==> config.mk <==
export PLATFORM = sky130hd
export DESIGN_NAME = rbs_hit
export DESIGN_NICKNAME = d
export VERILOG_FILES = /design/src/rtl/core/rbs_pkg.sv /design/src/rtl/core/rbs_hit.sv
export SDC_FILE = /design/constraint.sdc
export NUM_CORES = 2
export LEC_CHECK = 0
export ABC_CLOCK_PERIOD_IN_PS = 6100
export BUFFER_PORTS_ARGS = -buffer_cell sky130_fd_sc_hd__buf_2
export CELL_PAD_IN_SITES_DETAIL_PLACEMENT = 2
export CELL_PAD_IN_SITES_GLOBAL_PLACEMENT = 2
export CORE_MARGIN = 4
export CORE_UTILIZATION = 41
export DETAILED_ROUTE_END_ITERATION = 12
export PLACE_DENSITY_LB_ADDON = 0.1
export SYNTH_ARGS = -nofsm -noshare
export SYNTH_HDL_FRONTEND = slang
export SYNTH_SLANG_ARGS = --single-unit
==> constraint.sdc <==
create_clock -name clk_i -period 6.1 [get_ports clk_i]
set_input_delay 1.22 -clock clk_i [delete_from_list [all_inputs] [get_ports clk_i]]
set_output_delay 1.22 -clock clk_i [all_outputs]
set_load 0.05 [all_outputs]
==> src/rtl/core/rbs_pkg.sv <==
// shared types, widths and register codes of the ray/box slab intersector
`default_nettype none

package rbs_pkg;

  localparam int unsigned CoordW     = 32;
  localparam int unsigned FracBits   = 16;
  localparam int unsigned DistW      = 31;
  localparam int unsigned NormTop    = 29;
  localparam int unsigned NormW      = NormTop + 1;
  localparam int unsigned MagW       = CoordW + 1;
  localparam int unsigned TopW       = 6;
  localparam int unsigned SqW        = 2 * NormW;
  localparam int unsigned SumW       = SqW + 2;
  localparam int unsigned RootW      = 64;
  localparam int unsigned SqrtSteps  = 32;
  localparam int unsigned LenW       = NormW + 1;
  localparam int unsigned RemW       = LenW + 1;
  localparam int unsigned UnitW      = FracBits + 1;
  localparam int unsigned PlaneSteps = CoordW;
  localparam int unsigned ProdW      = UnitW + DistW;
  localparam int unsigned DirStages  = 6;
  localparam int unsigned RegIdxW    = 3;

  localparam logic [CoordW-1:0] CoordMin = {1'b1, {(CoordW - 1){1'b0}}};
  localparam logic [CoordW-1:0] CoordMax = {1'b0, {(CoordW - 1){1'b1}}};

  typedef enum logic [RegIdxW-1:0] {
    REG_MIN_X = 3'd0,
    REG_MIN_Y = 3'd1,
    REG_MIN_Z = 3'd2,
    REG_MAX_X = 3'd3,
    REG_MAX_Y = 3'd4,
    REG_MAX_Z = 3'd5
  } rbs_reg_e;

  typedef struct packed {
    logic signed [CoordW-1:0] start_x;
    logic signed [CoordW-1:0] start_y;
    logic signed [CoordW-1:0] start_z;
    logic signed [CoordW-1:0] toward_x;
    logic signed [CoordW-1:0] toward_y;
    logic signed [CoordW-1:0] toward_z;
    logic [DistW-1:0]         max_distance;
  } rbs_in_t;

  typedef struct packed {
    logic                     hit;
    logic [DistW-1:0]         entry_distance;
    logic signed [CoordW-1:0] hit_x;
    logic signed [CoordW-1:0] hit_y;
    logic signed [CoordW-1:0] hit_z;
  } rbs_out_t;

  // ray origin, length limit and direction signs, carried down the pipe
  typedef struct packed {
    logic [2:0][CoordW-1:0] p;
    logic [DistW-1:0]       maxd;
    logic [2:0]             neg;
  } rbs_ray_t;

  typedef logic [2:0][CoordW-1:0] rbs_box_t;

endpackage

`default_nettype wire

==> src/rtl/core/rbs_hit.sv <==
// entry point along the unit direction and the output word register
`default_nettype none

module rbs_hit (
  input  logic                               clk_i,
  input  logic                               rst_ni,
  input  logic                               en_i,
  input  logic                               valid_i,
  input  logic                               hit_i,
  input  logic [rbs_pkg::DistW-1:0]          tmin_i,
  input  logic [2:0][rbs_pkg::UnitW-1:0]     umag_i,
  input  rbs_pkg::rbs_ray_t                  ray_i,
  output logic                               valid_o,
  output rbs_pkg::rbs_out_t                  word_o
);

  localparam int unsigned CW = rbs_pkg::CoordW;

  logic                              mv_q, ov_q;
  logic [2:0][rbs_pkg::ProdW-1:0]    prod_d, prod_q;
  logic                              mhit_q;
  logic [rbs_pkg::DistW-1:0]         mtmin_q;
  rbs_pkg::rbs_ray_t                 mray_q;
  logic [2:0][CW-1:0]                h_d;
  rbs_pkg::rbs_out_t                 word_d, word_q;

  always_comb begin
    for (int i = 0; i < 3; i++) begin
      prod_d[i] = rbs_pkg::ProdW'(umag_i[i]) * rbs_pkg::ProdW'(tmin_i);
    end
  end

  always_comb begin
    logic [CW-1:0] off;
    logic [CW+1:0] s;
    for (int i = 0; i < 3; i++) begin
      off = CW'(prod_q[i] >> rbs_pkg::FracBits);
      if (mray_q.neg[i]) begin
        s = {{2{mray_q.p[i][CW-1]}}, mray_q.p[i]} - {2'b00, off};
      end else begin
        s = {{2{mray_q.p[i][CW-1]}}, mray_q.p[i]} + {2'b00, off};
      end
      if (s[CW+1:CW-1] == 3'b000 || s[CW+1:CW-1] == 3'b111) begin
        h_d[i] = s[CW-1:0];
      end else if (s[CW+1]) begin
        h_d[i] = rbs_pkg::CoordMin;
      end else begin
        h_d[i] = rbs_pkg::CoordMax;
      end
    end
    if (mhit_q) begin
      word_d.hit            = 1'b1;
      word_d.entry_distance = mtmin_q;
      word_d.hit_x          = h_d[0];
      word_d.hit_y          = h_d[1];
      word_d.hit_z          = h_d[2];
    end else begin
      word_d = '0;
    end
  end

  always_ff @(posedge clk_i or negedge rst_ni) begin
    if (!rst_ni) begin
      mv_q <= 1'b0;
      ov_q <= 1'b0;
    end else if (en_i) begin
      mv_q <= valid_i;
      ov_q <= mv_q;
    end
  end

  always_ff @(posedge clk_i) begin
    if (en_i) begin
      prod_q  <= prod_d;
      mhit_q  <= hit_i;
      mtmin_q <= tmin_i;
      mray_q  <= ray_i;
      word_q  <= word_d;
    end
  end

  assign valid_o = ov_q;
  assign word_o  = word_q;

endmodule

`default_nettype wire

# Word-level counts from Yosys, hierarchy flattened
# Index checks and enable logic that the tools add are counted.
dict set report word_totals {
  word_cells 44
  register_bits 405
  inputBits 217
  output_inout_bits 129
}
dict set report classes {
  addsub 6
  eq_ne 3
  n_mux 10
  reduce_logical 6
  mul 3
}
# operator count
set ops {}
lappend ops {{32-bit two-way mux} 6}
lappend ops {{17-bit by 31-bit multiplier with 48-bit output} 3}
lappend ops {{128-bit two-way mux} 1}
lappend ops {{32-bit by 33-bit adder with 34-bit output} 3}
lappend ops {{34-bit two-way mux} 3}
lappend ops {{32-bit by 33-bit subtractor with 34-bit output} 3}
lappend ops {{3-bit equality test, second input constant} 3}
lappend ops {{3-bit zero test} 3}
lappend ops {{1-bit logical OR} 3}

# Longest topological paths before layout
dict set report depth {
  ltp_word 6
  ltp_mapped 26
  ltp_nobuf 24
}

# Worst setup path before layout
# OpenSTA, ideal clock, no wires.
dict set report synth_timing {
  kind {input to register}
  startpoint {in tmin_i[1] in the netlist's numbering}
  endpoint {reg prod_q[137] in the netlist's numbering, data pin}
  required_time_ns 5.841
  setup_ns 0.259
  path_buffers 2
  path_stages 23
  arrival_time_ns 7.210
  path_slack_ns -1.369
  path_cell_list {clkbuf_1 clkbuf_1 nand2_1 fa_1 fa_1 inv_1 fa_1 fa_1 fa_1 inv_1 fa_1 inv_1 ha_1 a211oi_1 o21bai_1 or4_1 a21oi_1 nor3_1 o2111ai_1 a31oi_1 o41ai_1 o21ai_0 xnor2_1}
}
# item line_no
set synth_lines {}
lappend synth_lines {{start: declaration} rbs_hit.sv:10} ;# input logic [rbs_pkg::DistW-1:0] tmin_i,
lappend synth_lines {{end signal: assignment} rbs_hit.sv:74} ;# prod_q <= prod_d;
lappend synth_lines {{end: declaration} rbs_hit.sv:20} ;# logic [2:0][rbs_pkg::ProdW-1:0] prod_d, prod_q;

==> impl_metrics.sql <==
INSERT INTO impl_metrics (metric_group, metric, value, unit) VALUES
('floorplan', 'dieWidth', '413', 'µm'),
('synthesis', 'ys_dominant_reg_cell', 'sky130_fd_sc_hd__edfxtp_1', ''),
('detailed_routing', 'number_of_remaining_drc_errors', '0', ''),
('synthesis', 'syn_nets', '9224', ''),
('clocking', 'ctsHtreeMaxLevel', '2', ''),
('timing', 'finalSetupViolations', '94', ''),
('detailed_routing', 'drt-initial-drc-count', '3964', ''),
('timing', 'final_min_period_over_clock_period', '121', '%'),
('clocking', 'clock_tree_from_tritoncts', 'yes', ''),
('setup_path', 'cp.arrival', '7770', 'ps'),
('synthesis', 'synth.lib_cells_used.distinct', '78', ''),
('timing', 'maxSlewViolCount', '0', ''),
('clocking', 'cts-buffers-inserted', '46', ''),
('detailed_routing', 'ant_nets', '0', ''),
('synthesis', 'postSynthAreaPerCell', '9.29', 'µm²'),
('timing', 'fin_setup_tns', '-80060', 'ps'),
('synthesis', 'syn-cell-area', '0.0673', 'mm²'),
('setup_path', 'criticalPathCategory', 'input pin to register', ''),
('clocking', 'cts.reportedPaths.clkPinSlew', '60', 'ps'),
('clocking', 'clk_root_buffer_cell', 'sky130_fd_sc_hd__clkbuf_16', ''),
('cells_and_area', 'num-nets-final', '10100', ''),
('cells_and_area', 'layout-area-overhead-vs-synth', '22.2', '%'),
('clocking', 'max-clock-path-buffers', '3', ''),
('global_route', 'grt.total_usage', '31.8', '%'),
('synthesis', 'ys_ff_latch', '357', ''),
('detailed_routing', 'route.vias.total', '56800', ''),
('detailed_routing', 'drt-total-wl', '298', 'mm'),
('synthesis', 'number_of_synthesized_flops_with_an_enable_pin', '355', ''),
('timing', 'fin_skew', '44.1', 'ps'),
('place', 'detailed_place_hpwl', '209', 'mm'),
('floorplan', 'io-pin-count', '346', ''),
('floorplan', 'start_util', '41.3', '%'),
('run', 'maxCapViolCount', '0', ''),
('timing', 'min_period', '7380', 'ps'),
('clocking', 'cts.sink_count', '357', ''),
('cells_and_area', 'most_frequent_cells_in_the_layout', '1530 x sky130_fd_sc_hd__inv_1, 1254 x sky130_fd_sc_hd__fa_1, 1045 x sky130_fd_sc_hd__nand2_1', ''),
('run_status', 'run_status', 'finished with violations', ''),
('cells_and_area', 'layout-drive-gt1-share', '20.5', '%'),
('floorplan', 'rows', '148', ''),
('detailed_routing', 'viasPerCell', '5.50', ''),
('place', 'dp.cells', '10100', ''),
('floorplan', 'design.die.area', '0.171', 'mm²'),
('detailed_routing', 'route.detailed.wl_per_inst', '28.9', 'µm'),
('timing', 'setup_slack', '-1280', 'ps'),
('hold_path', 'holdCritPathClass', 'input pin to asynchronous set/reset pin', ''),
('timing', 'worst_slew_margin_rel', '23.4', '%'),
('clocking', 'insertion_delay', '660', 'ps'),
('global_route', 'grt_first_pass_wirelength', '411', 'mm'),
('global_route', 'gr-total-overflow', '0', ''),
('timing', 'rsz0062_at_grt', 'yes', ''),
('setup_path', 'cp-end-kind', 'register', ''),
('place', 'io_buffer_count', '314', ''),
('timing', 'timing_hold_violations_final', '0', ''),
('global_route', 'first_global_vias', '66800', ''),
('synthesis', 'synthArstFlopShare', '0.560', '%'),
('setup_path', 'worst_setup_path_start_kind', 'input pin', ''),
('global_route', 'antenna_violations_before_repair', '14', ''),
('timing', 'worst_slew_pin_slew', '1120', 'ps'),
('setup_path', 'worst-endpoint-required', '6490', 'ps'),
('global_route', 'grt_max_degree', '119', ''),
('synthesis', 'ys.warnings.count', '0', ''),
('cells_and_area', 'final_cells', '10300', ''),
('run_status', 'violations', 'negative setup slack', ''),
('detailed_routing', 'pre_antenna_drt_iters', '5', ''),
('timing', 'max_freq', '0.135', 'GHz'),
('floorplan', 'core_area', '0.163', 'mm²'),
('synthesis', 'yosysSeqAreaShare', '15.9', '%'),
('cells_and_area', 'layout.cells.most_common', 'sky130_fd_sc_hd__inv_1', ''),
('setup_path', 'worst-path-max-fanout', '8', ''),
('synthesis', 'synth_cells', '7246', ''),
('place', 'place.gp.congestion', '0.881', ''),
('floorplan', 'floorplan.die.height', '413', 'µm');
-- flip-flops by register name, indices dropped and copies added (netlist names) --
name / flops
mhit_q: 1
mray_q: 99
mtmin_q: 31
mv_q: 1
prod_q: 96
valid_o: 1
word_o: 128
-- critical path, stage by stage --
cell                        delay [ps]
sky130_fd_sc_hd__buf_12            120
sky130_fd_sc_hd__buf_16            170
sky130_fd_sc_hd__buf_8             160
sky130_fd_sc_hd__buf_12            140
sky130_fd_sc_hd__nand2_2            70
sky130_fd_sc_hd__fa_1              540
sky130_fd_sc_hd__inv_2              50
sky130_fd_sc_hd__fa_2              560
sky130_fd_sc_hd__fa_2              500
sky130_fd_sc_hd__fa_1              490
sky130_fd_sc_hd__fa_1              500
sky130_fd_sc_hd__inv_1              80
sky130_fd_sc_hd__fa_1              520
sky130_fd_sc_hd__inv_1              80
sky130_fd_sc_hd__ha_4              280
sky130_fd_sc_hd__buf_4             160
sky130_fd_sc_hd__nand4_1           180
sky130_fd_sc_hd__nor2_1            230
sky130_fd_sc_hd__o21a_1            220
sky130_fd_sc_hd__nor2_2             90
sky130_fd_sc_hd__nor3_4            240
sky130_fd_sc_hd__o2111ai_2         160
sky130_fd_sc_hd__a31oi_4           230
sky130_fd_sc_hd__o41ai_2            90
sky130_fd_sc_hd__buf_4             180
sky130_fd_sc_hd__o41ai_4           330
sky130_fd_sc_hd__xor2_1            130
-- layout make-up --
type,instances,area [µm²]
multi-input cells,4932,51400
clock inverters,23,223
flip-flops and latches,357,10700
clock buffers,59,1220
inverters,1585,5950
well taps,2175,2720
diodes,2,5.00
repair buffers,1185,9960
fillers,17100,80700
-- timing repair --
action / CTS / global route
setup buffers: 78 / 50
endpoints found under the setup margin: 122 / 164
hold buffers: 0 / 0
gates resized for setup: 286 / 252
cloned: 6 / 5
pin swaps: 158 / 155
-- cells by family after synthesis --
logic type	share of synthesized area [%]
adders and majority gates	47.2
buffers and inverters	11.0
xor gates and xnor gates	3.61
DFF	15.9
muxes	0.0930
AOI/OAI and AO/OA	6.65
and+or+nand+nor	15.5
-- synth_stat cells (7+ instances only) --
master / number / area, µm²
sky130_fd_sc_hd__a2111oi_0: 7 / 61.3
sky130_fd_sc_hd__a211oi_1: 25 / 188
sky130_fd_sc_hd__a21o_1: 92 / 691
sky130_fd_sc_hd__a21oi_1: 239 / 1200
sky130_fd_sc_hd__a221oi_1: 9 / 78.8
sky130_fd_sc_hd__a31oi_1: 13 / 81.3
sky130_fd_sc_hd__and2_1: 649 / 4060
sky130_fd_sc_hd__and3_1: 29 / 181
sky130_fd_sc_hd__and4_1: 11 / 96.3
sky130_fd_sc_hd__clkbuf_1: 365 / 1370
sky130_fd_sc_hd__edfxtp_1: 355 / 10700
sky130_fd_sc_hd__fa_1: 1299 / 26000
sky130_fd_sc_hd__ha_1: 462 / 5780
sky130_fd_sc_hd__inv_1: 1585 / 5950
sky130_fd_sc_hd__nand2_1: 1067 / 4010
sky130_fd_sc_hd__nand2b_1: 28 / 175
sky130_fd_sc_hd__nand3_1: 49 / 245
sky130_fd_sc_hd__nand4_1: 25 / 156
sky130_fd_sc_hd__nor2_1: 160 / 601
sky130_fd_sc_hd__nor2b_1: 28 / 175
sky130_fd_sc_hd__nor3_1: 54 / 270
sky130_fd_sc_hd__nor4_1: 14 / 87.6
sky130_fd_sc_hd__o211ai_1: 13 / 97.6
sky130_fd_sc_hd__o21a_1: 34 / 255
sky130_fd_sc_hd__o21ai_0: 181 / 906
sky130_fd_sc_hd__o21bai_1: 32 / 240
sky130_fd_sc_hd__o31a_1: 7 / 61.3
sky130_fd_sc_hd__o31ai_1: 14 / 105
sky130_fd_sc_hd__or2_2: 8 / 50.1
sky130_fd_sc_hd__or3_1: 15 / 93.8
sky130_fd_sc_hd__or4_1: 7 / 52.6
sky130_fd_sc_hd__xnor2_1: 198 / 1730
sky130_fd_sc_hd__xor2_1: 76 / 666
-- through the flow --
| stage | instance area (µm²) | utilization, % | hold WS, ps | setup slack (ps) |
|---|---|---|---|---|
| finish | 82200 | 50.5 | 349 | -1280 |
| global route | 82200 | 50.5 | 329 | -1370 |
| CTS | 80700 | 49.6 | 313 | -880 |
| detailed placement | 77400 | 47.5 | 506 | -1930 |
| global placement | 77400 | 47.5 | 484 | -1720 |
| floorplan | 68500 | - | 424 | -919 |
-- metal layers --
metal  vias up  global-route usage [%]  part of all wire, %
met4        12                    10.4                  5.6
li1      23700                       -                    -
met3       924                    4.16                  5.7
met2      2108                    58.0                   51
met5         -                       0                0.028
met1     30100                    38.6                   38
-- path summary, 6_finish.rpt --
| check | start | endpoint | slack [ps] | depth (start not counted) |
|---|---|---|---|---|
| setup / recovery | tmin_i[6] | prod_q[141] | -1280 | 27 |
| min in group clk_i | mv_q | mv_q | 510 | 1 |
| setup reg to reg | prod_q[115] | word_o[4] | 380 | 21 |
| max in group asynchronous | rst_ni | mv_q | 5660 | 1 |
| hold reg to reg | mv_q | mv_q | 510 | 1 |
| hold / removal | rst_ni | valid_o | 350 | 1 |
Power is left out: the tool's default activity adds up to more than one toggle a clock period on the data nets, which glitch-free logic cannot reach.
